--- config.mk ---
export PLATFORM = sky130hd
export DESIGN_NAME = radix2_fft_butterfly
export DESIGN_NICKNAME = d
export VERILOG_FILES = /design/src/design/r2b_pkg.sv /design/src/design/r2b_cmul.sv /design/src/design/radix2_fft_butterfly.sv
export VERILOG_INCLUDE_DIRS = /design/src /design/src/design
export SDC_FILE = /design/constraint.sdc
export NUM_CORES = 2
export LEC_CHECK = 0
export BUFFER_PORTS_ARGS = -buffer_cell sky130_fd_sc_hd__buf_2
export CAP_MARGIN = 30
export CORE_ASPECT_RATIO = 1.1
export CORE_UTILIZATION = 46
export CTS_CLUSTER_SIZE = 8
export DETAILED_ROUTE_END_ITERATION = 12
export SYNTH_ARGS = -nofsm -noshare
export SYNTH_HDL_FRONTEND = slang
export SYNTH_SLANG_ARGS = --single-unit
export TNS_END_PERCENT = 5
--- constraint.sdc ---
create_clock -name clk -period 7.35 [get_ports clk]
set_input_delay 0.735 -clock clk [delete_from_list [all_inputs] [get_ports clk]]
set_output_delay 0.735 -clock clk [all_outputs]
set_load 0.02 [all_outputs]
--- src/design/radix2_fft_butterfly_macros.svh ---
// ----------------------------------------------------------------------------
// Radix-2 butterfly assertion macros
// Shared concurrent assertion forms, clocked and reset-gated.
// ----------------------------------------------------------------------------
`ifndef RADIX2_FFT_BUTTERFLY_MACROS_SVH
`define RADIX2_FFT_BUTTERFLY_MACROS_SVH

// Antecedent holds -> consequent holds in the same cycle (or as a sequence).
`define R2B_ASSERT_IMPLIES(label, clk, rst_n, ante, cons, msg) \
    label: assert property (@(posedge clk) disable iff (!rst_n) (ante) |-> (cons)) \
        else $error(msg);

// Antecedent holds -> consequent holds in the next cycle.
`define R2B_ASSERT_NEXT(label, clk, rst_n, ante, cons, msg) \
    label: assert property (@(posedge clk) disable iff (!rst_n) (ante) |=> (cons)) \
        else $error(msg);

`endif

--- src/design/r2b_pkg.sv ---
// ----------------------------------------------------------------------------
// Radix-2 butterfly package
// Widths, register indexes, twiddle modes and pipeline control types.
// ----------------------------------------------------------------------------
`default_nettype none

package r2b_pkg;

    localparam int SAMPLE_W       = 16;
    localparam int TWIDDLE_W      = 16;
    localparam int INDEX_W        = 12;
    localparam int HALF_W         = 13;
    localparam int OUT_W          = 18;
    localparam int PROD_W         = SAMPLE_W + TWIDDLE_W;
    localparam int ROUND_SHIFT    = 14;
    localparam int CFG_INDEX_W    = 1;
    localparam int CFG_DATA_W     = HALF_W;
    localparam logic [HALF_W-1:0] MAX_HALF_LENGTH = HALF_W'(4096);
    localparam logic [HALF_W-1:0] HALF_LENGTH_RST = HALF_W'(1);

    localparam logic [CFG_INDEX_W-1:0] REG_HALF_LENGTH = 1'b0;
    localparam logic [CFG_INDEX_W-1:0] REG_FORWARD     = 1'b1;

    typedef enum logic [1:0] {
        MODE_GENERAL,
        MODE_UNIT,
        MODE_QUARTER_FWD,
        MODE_QUARTER_INV
    } r2b_mode_t;

    typedef struct packed {
        logic      valid;
        r2b_mode_t mode;
    } r2b_ctl_t;

endpackage

`default_nettype wire

--- src/design/r2b_cmul.sv ---
// ----------------------------------------------------------------------------
// Radix-2 butterfly twiddle rotator
// Two-stage W*O: registered 16x16 products, then combine, round half up
// to Q.15 and select the unit or quarter-turn bypass.
// ----------------------------------------------------------------------------
`default_nettype none

module r2b_cmul
    import r2b_pkg::*;
(
    input  wire                          clk,
    input  wire                          rst_n,
    input  r2b_ctl_t                     in_ctl,
    input  wire signed [SAMPLE_W-1:0]    odd_real,
    input  wire signed [SAMPLE_W-1:0]    odd_imag,
    input  wire signed [TWIDDLE_W-1:0]   twiddle_real,
    input  wire signed [TWIDDLE_W-1:0]   twiddle_imag,
    output logic                         out_valid,
    output logic signed [OUT_W-1:0]      rot_real,
    output logic signed [OUT_W-1:0]      rot_imag
);

    r2b_ctl_t                    ctl_reg;
    logic signed [SAMPLE_W-1:0]  odd_real_reg;
    logic signed [SAMPLE_W-1:0]  odd_imag_reg;
    logic signed [PROD_W-1:0]    p_rr_reg;
    logic signed [PROD_W-1:0]    p_ii_reg;
    logic signed [PROD_W-1:0]    p_ri_reg;
    logic signed [PROD_W-1:0]    p_ir_reg;

    logic                        valid_reg;
    logic signed [OUT_W-1:0]     rot_real_reg;
    logic signed [OUT_W-1:0]     rot_imag_reg;
    logic signed [OUT_W-1:0]     rot_real_next;
    logic signed [OUT_W-1:0]     rot_imag_next;

    logic signed [PROD_W:0]      sum_real;
    logic signed [PROD_W:0]      sum_imag;
    logic signed [PROD_W:0]      rnd_real;
    logic signed [PROD_W:0]      rnd_imag;
    logic signed [OUT_W-1:0]     odd_real_x;
    logic signed [OUT_W-1:0]     odd_imag_x;

    // stage 2: products
    always_ff @(posedge clk or negedge rst_n)
    begin
        if (!rst_n)
        begin
            ctl_reg.valid <= 1'b0;
            ctl_reg.mode  <= MODE_GENERAL;
        end
        else
        begin
            ctl_reg <= in_ctl;
        end
    end

    always_ff @(posedge clk)
    begin
        odd_real_reg <= odd_real;
        odd_imag_reg <= odd_imag;
        p_rr_reg     <= odd_real * twiddle_real;
        p_ii_reg     <= odd_imag * twiddle_imag;
        p_ri_reg     <= odd_real * twiddle_imag;
        p_ir_reg     <= odd_imag * twiddle_real;
    end

    // stage 3: combine, round, bypass
    always_comb
    begin
        sum_real   = (PROD_W+1)'(p_rr_reg) - (PROD_W+1)'(p_ii_reg);
        sum_imag   = (PROD_W+1)'(p_ri_reg) + (PROD_W+1)'(p_ir_reg);
        rnd_real   = sum_real + (PROD_W+1)'(1 << (ROUND_SHIFT-1));
        rnd_imag   = sum_imag + (PROD_W+1)'(1 << (ROUND_SHIFT-1));
        odd_real_x = OUT_W'(odd_real_reg);
        odd_imag_x = OUT_W'(odd_imag_reg);
        case (ctl_reg.mode)
            MODE_UNIT:
            begin
                rot_real_next = odd_real_x;
                rot_imag_next = odd_imag_x;
            end
            MODE_QUARTER_FWD:
            begin
                rot_real_next = odd_imag_x;
                rot_imag_next = -odd_real_x;
            end
            MODE_QUARTER_INV:
            begin
                rot_real_next = -odd_imag_x;
                rot_imag_next = odd_real_x;
            end
            default:
            begin
                // outputs wrap to 18 bits, so the top bits can go here
                rot_real_next = rnd_real[ROUND_SHIFT +: OUT_W];
                rot_imag_next = rnd_imag[ROUND_SHIFT +: OUT_W];
            end
        endcase
    end

    always_ff @(posedge clk or negedge rst_n)
    begin
        if (!rst_n)
        begin
            valid_reg <= 1'b0;
        end
        else
        begin
            valid_reg <= ctl_reg.valid;
        end
    end

    always_ff @(posedge clk)
    begin
        rot_real_reg <= rot_real_next;
        rot_imag_reg <= rot_imag_next;
    end

    assign out_valid = valid_reg;
    assign rot_real  = rot_real_reg;
    assign rot_imag  = rot_imag_reg;

endmodule

`default_nettype wire

--- src/design/radix2_fft_butterfly.sv ---
// ----------------------------------------------------------------------------
// Radix-2 DIT FFT butterfly
// top = E + W*O, bottom = E - W*O; Q1.15 samples, Q2.14 twiddles, Q3.15 out.
// ----------------------------------------------------------------------------
// One butterfly per clock. A beat taken on start appears on the outputs with
// done after passing four register stages in order: input capture and mode
// decode, the four 16x16 products, rounding of W*O, and the final add and
// subtract. busy stays low, so start is taken in every cycle, and results are
// shown for exactly one cycle. Index 0 uses a unit twiddle; with an even
// half_length, index half_length/2 rotates O by -i (forward) or +i (inverse).
// half_length writes above 4096 saturate to 4096.
`default_nettype none

module radix2_fft_butterfly
    import r2b_pkg::*;
(
    input  wire                          clk,
    input  wire                          rst_n,
    input  wire                          cfg_write,
    input  wire [CFG_INDEX_W-1:0]        cfg_index,
    input  wire [CFG_DATA_W-1:0]         cfg_data,
    input  wire                          start,
    output logic                         busy,
    input  wire signed [SAMPLE_W-1:0]    even_real,
    input  wire signed [SAMPLE_W-1:0]    even_imag,
    input  wire signed [SAMPLE_W-1:0]    odd_real,
    input  wire signed [SAMPLE_W-1:0]    odd_imag,
    input  wire signed [TWIDDLE_W-1:0]   twiddle_real,
    input  wire signed [TWIDDLE_W-1:0]   twiddle_imag,
    input  wire [INDEX_W-1:0]            butterfly_index,
    output logic                         done,
    output logic signed [OUT_W-1:0]      top_real,
    output logic signed [OUT_W-1:0]      top_imag,
    output logic signed [OUT_W-1:0]      bottom_real,
    output logic signed [OUT_W-1:0]      bottom_imag
);

`include "radix2_fft_butterfly_macros.svh"

    logic [HALF_W-1:0]           half_length_reg;
    logic                        forward_reg;
    logic [HALF_W-1:0]           half_length_next;

    logic                        accept;
    logic                        quarter;
    r2b_ctl_t                    s1_ctl_next;
    r2b_ctl_t                    s1_ctl_reg;
    logic [INDEX_W-1:0]          s1_index_reg;
    logic signed [SAMPLE_W-1:0]  s1_er_reg;
    logic signed [SAMPLE_W-1:0]  s1_ei_reg;
    logic signed [SAMPLE_W-1:0]  s1_or_reg;
    logic signed [SAMPLE_W-1:0]  s1_oi_reg;
    logic signed [TWIDDLE_W-1:0] s1_wr_reg;
    logic signed [TWIDDLE_W-1:0] s1_wi_reg;

    logic signed [SAMPLE_W-1:0]  s2_er_reg;
    logic signed [SAMPLE_W-1:0]  s2_ei_reg;
    logic signed [SAMPLE_W-1:0]  s3_er_reg;
    logic signed [SAMPLE_W-1:0]  s3_ei_reg;

    logic                        s3_valid;
    logic signed [OUT_W-1:0]     rot_real;
    logic signed [OUT_W-1:0]     rot_imag;

    logic                        done_reg;
    logic signed [OUT_W-1:0]     top_real_reg;
    logic signed [OUT_W-1:0]     top_imag_reg;
    logic signed [OUT_W-1:0]     bottom_real_reg;
    logic signed [OUT_W-1:0]     bottom_imag_reg;

    // configuration
    assign half_length_next = (cfg_data > MAX_HALF_LENGTH) ? MAX_HALF_LENGTH : cfg_data;

    always_ff @(posedge clk or negedge rst_n)
    begin
        if (!rst_n)
        begin
            half_length_reg <= HALF_LENGTH_RST;
            forward_reg     <= 1'b1;
        end
        else if (cfg_write)
        begin
            case (cfg_index)
                REG_HALF_LENGTH: half_length_reg <= half_length_next;
                REG_FORWARD:     forward_reg     <= cfg_data[0];
                default:         ;
            endcase
        end
    end

    // stage 1: capture and decode the twiddle mode
    assign busy   = 1'b0;
    assign accept = start && !busy;

    always_comb
    begin
        quarter = !half_length_reg[0] && (half_length_reg != '0)
                  && (butterfly_index == half_length_reg[HALF_W-1:1]);
        s1_ctl_next.valid = accept;
        if (butterfly_index == '0)
        begin
            s1_ctl_next.mode = MODE_UNIT;
        end
        else if (quarter)
        begin
            s1_ctl_next.mode = forward_reg ? MODE_QUARTER_FWD : MODE_QUARTER_INV;
        end
        else
        begin
            s1_ctl_next.mode = MODE_GENERAL;
        end
    end

    always_ff @(posedge clk or negedge rst_n)
    begin
        if (!rst_n)
        begin
            s1_ctl_reg.valid <= 1'b0;
            s1_ctl_reg.mode  <= MODE_GENERAL;
        end
        else
        begin
            s1_ctl_reg <= s1_ctl_next;
        end
    end

    always_ff @(posedge clk)
    begin
        s1_index_reg <= butterfly_index;
        s1_er_reg    <= even_real;
        s1_ei_reg    <= even_imag;
        s1_or_reg    <= odd_real;
        s1_oi_reg    <= odd_imag;
        s1_wr_reg    <= twiddle_real;
        s1_wi_reg    <= twiddle_imag;
        s2_er_reg    <= s1_er_reg;
        s2_ei_reg    <= s1_ei_reg;
        s3_er_reg    <= s2_er_reg;
        s3_ei_reg    <= s2_ei_reg;
    end

    // stages 2 and 3: W*O
    r2b_cmul u_cmul (
        .clk          (clk),
        .rst_n        (rst_n),
        .in_ctl       (s1_ctl_reg),
        .odd_real     (s1_or_reg),
        .odd_imag     (s1_oi_reg),
        .twiddle_real (s1_wr_reg),
        .twiddle_imag (s1_wi_reg),
        .out_valid    (s3_valid),
        .rot_real     (rot_real),
        .rot_imag     (rot_imag)
    );

    // stage 4: add / subtract, wraps to 18 bits
    always_ff @(posedge clk or negedge rst_n)
    begin
        if (!rst_n)
        begin
            done_reg <= 1'b0;
        end
        else
        begin
            done_reg <= s3_valid;
        end
    end

    always_ff @(posedge clk)
    begin
        top_real_reg    <= OUT_W'(s3_er_reg) + rot_real;
        top_imag_reg    <= OUT_W'(s3_ei_reg) + rot_imag;
        bottom_real_reg <= OUT_W'(s3_er_reg) - rot_real;
        bottom_imag_reg <= OUT_W'(s3_ei_reg) - rot_imag;
    end

    assign done        = done_reg;
    assign top_real    = top_real_reg;
    assign top_imag    = top_imag_reg;
    assign bottom_real = bottom_real_reg;
    assign bottom_imag = bottom_imag_reg;

    // checks
    `R2B_ASSERT_IMPLIES(a_latency, clk, rst_n, accept, ##4 done, "accepted beat lost")
    `R2B_ASSERT_IMPLIES(a_no_phantom, clk, rst_n, done, $past(accept, 4), "result without beat")
    `R2B_ASSERT_IMPLIES(a_quarter_nonzero, clk, rst_n,
        s1_ctl_reg.valid && (s1_ctl_reg.mode == MODE_QUARTER_FWD || s1_ctl_reg.mode == MODE_QUARTER_INV),
        s1_index_reg != '0, "quarter rotation chosen at index zero")
    `R2B_ASSERT_NEXT(a_half_sat, clk, rst_n, cfg_write && cfg_index == REG_HALF_LENGTH,
        half_length_reg <= MAX_HALF_LENGTH, "half length beyond maximum")

endmodule

`default_nettype wire
# Word level (Yosys, flattened, before mapping)
# Index checks and enable logic that the tools add are counted.
[totals]
out_inout_bits = 74
reg_bits = 450
input_bits = 126
[classes]
eq_ne = 4
n_addsub = 10
n_reduce_logical = 7
multipliers = 4
order_cmp = 1
n_bitwise = 1
mux = 6
[ops]
columns = ["operator", "count"]
rows = [
  ["$mul A16 B16 Y32", 4],
  ["$pmux W18 S3", 2],
  ["$add A32 B15 Y32 const B", 2],
  ["$add A16 B18 Y18", 2],
  ["$neg A16 Y18", 2],
  ["$sub A16 B18 Y18", 2],
  ["$add A32 B32 Y32", 1],
  ["$sub A32 B32 Y32", 1],
  ["$gt A13 B13 Y1 const B", 1],
  ["$mux W13", 1],
  ["$reduce_bool A13 Y1", 1],
  ["$eq A12 B12 Y1", 1],
  ["$logic_not A12 Y1", 1],
  ["$eq A2 B2 Y1 const B", 2],
  ["$mux W2", 2],
  ["$reduce_and A2 Y1", 2],
  ["$eq A2 B1 Y1 const B", 1],
  ["$logic_and A1 B1 Y1", 2],
  ["$logic_not A1 Y1", 1],
  ["$mux W1", 1],
  ["$not A1 Y1", 1],
]

# Longest topological paths before layout
[depth]
depth_word = 5
depth_mapped = 25
mapped_depth_nobuf = 24

# By module
# A second synthesis with hierarchy kept.
[hier_totals]
cells_unflattened = 5888
area_unflattened_um2 = 56181.4
[modules_own_cells]
columns = ["module", "cells_per_inst", "n_inst", "seq_area_each_um2", "area_each_um2"]
rows = [
  ["r2b_cmul", 5085, 1, 4023.9, 47274.1],
  ["radix2_fft_butterfly", 803, 1, 5057.4, 8907.3],
]

# Worst setup path before layout
# No wires, ideal clock.
[synth_path]
path_type = "register -> register"
start = "register s1_or_reg[15]"
end = "register u_cmul.p_rr_reg[31]"
setup_ns = 0.072
arrival_time_ns = 6.127
path_stages_with_launch = 23
synth_period_minus_slack_ns = 6.199
path_slack_ns = 1.151
required_ns = 7.278
cell_sequence = "dfxtp_1 -> clkbuf_1 -> nand2_1 -> inv_1 -> fa_1 -> fa_1 -> fa_1 -> fa_1 -> fa_1 -> inv_1 -> fa_1 -> inv_1 -> ha_1 -> nand2_1 -> o21ai_0 -> o21ai_0 -> a21oi_1 -> o211ai_1 -> nand2_1 -> or4_4 -> a31o_1 -> a21oi_2 -> xnor2_1"
[synth_via]
elab_chain_cells = 1
[synth_lines]
columns = ["element", "line", "rtl"]
rows = [
  ["start, declared", "radix2_fft_butterfly.sv:51", "logic signed [SAMPLE_W-1:0] s1_or_reg;"],
  ["start signal, assigned", "radix2_fft_butterfly.sv:132", "s1_or_reg <= odd_real;"],
  ["$mul A16 B16 Y32", "r2b_cmul.sv:62", "p_rr_reg <= odd_real * twiddle_real;"],
  ["end signal, assigned", "r2b_cmul.sv:62", ""],
  ["end, declared", "r2b_cmul.sv:26", "logic signed [PROD_W-1:0] p_rr_reg;"],
]
# Every way passes these cells.
# A chain may end at the register's enable or synchronous reset.

# Worst setup path after layout
[layout_path]
start = "register s1_wi_reg[2]"
end = "register u_cmul.p_ri_reg[30]"
[layout_via]
elab_chain_cells = 1
[layout_lines]
columns = ["element", "line", "rtl"]
rows = [
  ["start, declared", "radix2_fft_butterfly.sv:54", "logic signed [TWIDDLE_W-1:0] s1_wi_reg;"],
  ["start signal, assigned", "radix2_fft_butterfly.sv:135", "s1_wi_reg <= twiddle_imag;"],
  ["$mul A16 B16 Y32", "r2b_cmul.sv:64", "p_ri_reg <= odd_real * twiddle_imag;"],
  ["end signal, assigned", "r2b_cmul.sv:64", ""],
  ["end, declared", "r2b_cmul.sv:28", "logic signed [PROD_W-1:0] p_ri_reg;"],
]
# Every way passes these cells.

==> out/qor_table.md <==
| Item | This run | Unit |
|---|---|---|
| Run status | complete, no violations | - |
| Largest fanout on the critical path | 23 | - |
| Die footprint | 0.122 | mm^2 |
| # DRC | 0 | - |
| Mean post-synth cell area | 9.59 | um^2 |
| Setup TNS | 0 | ns |
| Detailed Route Iter0 Violations | 1989 | - |
| Worst Skew | 0.0614 | ns |
| Drt first pass iters | 5 | - |
| IO Count | 200 | - |
| Critical-path cell with the highest stage delay | sky130_fd_sc_hd__dfxtp_1 | - |
| Clock tree from TritonCTS | yes | - |
| Y dimension of the die | 366 | um |
| # clock sinks | 448 | - |
| Clock latency of the later-clocked register in the worst-skew pair | 0.69 | ns |
| Data arrival time of the critical path | 7.64 | ns |
| Vias in the first global route | 42400 | - |
| Detailed-route wire length per cell | 19.5 | um |
| Maximum single-stage delay on the critical path | 0.95 | ns |
| PortBufs | 198 | - |
| Hold path cells | 1 | - |
| Total length of routed wires | 147 | mm |
| Cells on worst reg2reg path | 23 | - |
| Setup slack, reg-to-reg | 0.29 | ns |
| Number of hold violations in the final report | 0 | - |
| Count of flip-flops with a built-in enable after synthesis | 0 | - |
| Count of final max-slew check failures | 0 | - |
| Ordered list of cells on the worst path | buf_4 -> nand2_1 -> fa_1 -> fa_1 -> fa_1 -> inv_1 -> fa_1 -> fa_1 -> inv_1 -> fa_1 -> inv_1 -> ha_1 -> and3_1 -> and3_1 -> a211oi_1 -> o21ai_0 -> nand4_1 -> nand3_1 -> o41ai_1 -> buf_4 -> o2111ai_1 -> a21oi_1 -> xnor2_1 | - |
| Tightest slew margin relative to the limit | 29.9 | % |
| Wire length of the first global-routing pass | 233 | mm |
| Initial Util | 46.4 | % |
| Count of yosys warnings during synthesis | 0 | - |
| Overall routing resource usage | 24.9 | % |
| Final min period | 7.06 | ns |
| Fraction of the cycle the final worst path needs | 96.0 | % |
| Floorplan core area | 0.119 | mm^2 |
| Post-synthesis instance total | 5785 | - |
| Dominant register cell in the synthesized netlist | sky130_fd_sc_hd__dfxtp_1 | - |
| Overall overflow remaining after global route | 0 | - |
| Largest net degree at the start of global routing | 75 | - |
| Post-Synthesis Cell Area | 0.0555 | mm^2 |
| Hold wc startpoint | twiddle_real[9] | - |
| Count of max-cap constraint violations | 0 | - |
| Post-route antenna net violation count | 0 | - |
| Top-count cell post-synth | sky130_fd_sc_hd__inv_1 | - |
| Post-detail-place hpwl | 119 | mm |
| H-tree lvl count | 3 | - |
| Share of flip-flops with an asynchronous set or reset | 4.91 | % |
| Leading post-synthesis cells by cell area | sky130_fd_sc_hd__fa_1, sky130_fd_sc_hd__dfxtp_1, sky130_fd_sc_hd__ha_1, sky130_fd_sc_hd__inv_1, sky130_fd_sc_hd__and2_1 | - |
| Share of the yosys chip area belonging to registers | 16.4 | % |
| Vias per std cell | 5.15 | - |
| Final #Nets | 7655 | - |
| Setup fix buffers added after clock tree synthesis | 0 | - |
| Synth unique cells | 79 | - |
| Cell occurring most often along the worst timing path | sky130_fd_sc_hd__fa_1 | - |
| Area share of the largest cell type after synthesis | 38.0 | % |
| Worst hold path class | input port to flop | - |
| Peak clock frequency supported by timing | 0.142 | GHz |
| Sort of element at the start of the critical path | flop | - |
| Clock root cell | sky130_fd_sc_hd__clkbuf_16 | - |
| Reg2reg start | s1_wi_reg[2] | - |
| Critical Path End Type | flop | - |
| Hold Crit Endpoint | s1_wr_reg[9] | - |
| Capturing point of the worst reg2reg path | u_cmul.p_ri_reg[30] | - |
| Number of nets in the synthesized netlist | 7479 | - |
| Cell type with the largest total area after synthesis | sky130_fd_sc_hd__fa_1 | - |
| Fraction of layout cells with a size suffix above 1 | 7.47 | % |
| Setup violations, final | 0 | - |
| Synthesized flop and latch total | 448 | - |
| Transition at the pin with the smallest max-transition slack | 1.05 | ns |
| Core Rows | 133 | - |
| Post-synth top cells | sky130_fd_sc_hd__inv_1, sky130_fd_sc_hd__fa_1, sky130_fd_sc_hd__nand2_1 | - |
| Number of antenna violations at the first check in global routing | 10 | - |
| Die width | 333 | um |
| RSZ-0062 raised after global routing | no | - |
| Signed area change from the synthesized netlist to the final layout | 9.66 | % |
| Vias after detailed routing | 38900 | - |
| Final GP Congestion | 0.929 | - |
| TritonCTS buffer count | 68 | - |
| Start-to-end type of the worst setup path | flop to flop | - |
| Critical path required time | 7.93 | ns |
| Deepest clock path buffer count | 3 | - |
| Clock transition at the register clock pins on the worst setup and hold paths after CTS | 0.06 | ns |
cells by family after synthesis:
logic type | share of synthesized area, %
mux | 0.643
buf+inv | 10.1
other cells | 0.00676
flops | 16.4
fa+ha+maj | 49.6
xor+xnor | 4.01
simple gates | 13.1
compound gates | 6.17
cell usage in the layout, fill, tap and decap left out, types with 11 or more instances in the layout:
cell	Yosys	layout
sky130_fd_sc_hd__a211oi_1	25	25
sky130_fd_sc_hd__a21o_1	48	48
sky130_fd_sc_hd__a21oi_1	175	175
sky130_fd_sc_hd__a22o_1	11	11
sky130_fd_sc_hd__a31oi_1	13	13
sky130_fd_sc_hd__and2_1	493	493
sky130_fd_sc_hd__and3_1	20	20
sky130_fd_sc_hd__buf_12	0	22
sky130_fd_sc_hd__buf_2	1	198
sky130_fd_sc_hd__buf_4	3	106
sky130_fd_sc_hd__clkbuf_1	215	12
sky130_fd_sc_hd__clkbuf_16	0	69
sky130_fd_sc_hd__dfrtp_1	20	18
sky130_fd_sc_hd__dfxtp_1	426	426
sky130_fd_sc_hd__fa_1	1052	1052
sky130_fd_sc_hd__ha_1	516	516
sky130_fd_sc_hd__inv_1	1258	1258
sky130_fd_sc_hd__mux2i_1	12	12
sky130_fd_sc_hd__nand2_1	558	558
sky130_fd_sc_hd__nand2b_1	39	39
sky130_fd_sc_hd__nand3_1	44	44
sky130_fd_sc_hd__nand4_1	13	13
sky130_fd_sc_hd__nor2_1	182	182
sky130_fd_sc_hd__nor2b_1	29	29
sky130_fd_sc_hd__nor3_1	33	33
sky130_fd_sc_hd__nor4_1	16	16
sky130_fd_sc_hd__o211ai_1	15	15
sky130_fd_sc_hd__o21a_1	12	12
sky130_fd_sc_hd__o21ai_0	105	105
sky130_fd_sc_hd__o21bai_1	28	28
sky130_fd_sc_hd__or3_1	21	21
sky130_fd_sc_hd__xnor2_1	191	191
sky130_fd_sc_hd__xor2_1	63	63
cell type report:
class                      count  area, um^2
antenna                        6        15.0
sequential                   448        9080
multi-input combinational   3853       40800
timing repair buffer         329        2290
fill                       11000       58700
tap                         1552        1940
clock buffer                  84        1810
clock inverter                 9         141
inverter                    1261        4730
critical path: cells and delay by family (launching register included):
kind,cells,cell delay (ns)
adder cells (fa/ha/maj),7,3.34
flip-flops,1,0.95
AO/OA/AOI/OAI,5,1.06
AND/OR/NAND/NOR,5,0.80
XOR/XNOR,1,0.13
buffers and inverters,5,0.65
stage by stage:
step                      setup WS, ns  utilization (%)  instance area [um^2]  hold WS, ns  instances
after floorplan                   1.15                -                 55500        0.310       5785
after global placement           0.431             49.2                 58800        0.311       7440
after detailed placement         0.400             49.2                 58800        0.312       7441
after CTS                        0.337             50.9                 60800       0.0977       7535
after global routing            0.0166             50.9                 60800        0.128       7536
final                            0.290             50.9                 60800        0.151       7542
metal layers:
layer | vias to the layer above | routed length (um) | part of all wire, % | GRT usage, %
met3 | 290 | 8170 | 5.6 | 3.67
met2 | 1000 | 72800 | 49 | 43.4
met4 | 8 | 5350 | 3.6 | 9.70
met1 | 19800 | 60700 | 41 | 30.8
met5 | - | 60 | 0.041 | 0
li1 | 17800 | - | - | -
repair_timing:
item | in CTS | in global routing
hold endpoints to repair | 7 | 0
hold buffers | 1 | 0
resized for setup | 0 | 0
worst max path at each step:
| stage | from | endpoint | slack, ns | cells past startpoint |
|---|---|---|---|---|
| floorplan | s1_or_reg[15] | u_cmul.p_rr_reg[31] | 1.15 | 22 |
| global placement | s1_wr_reg[5] | u_cmul.p_ir_reg[31] | 0.43 | 21 |
| detailed placement | s1_wr_reg[5] | u_cmul.p_ir_reg[31] | 0.40 | 21 |
| CTS | s1_wr_reg[5] | u_cmul.p_ir_reg[31] | 0.34 | 21 |
| global route | s1_wr_reg[5] | u_cmul.p_ir_reg[31] | 0.02 | 21 |
| finish | s1_wi_reg[2] | u_cmul.p_ri_reg[30] | 0.29 | 23 |
Power is not shown: default switching activity piles up to over one toggle a cycle in this logic, so the estimate is an artifact.
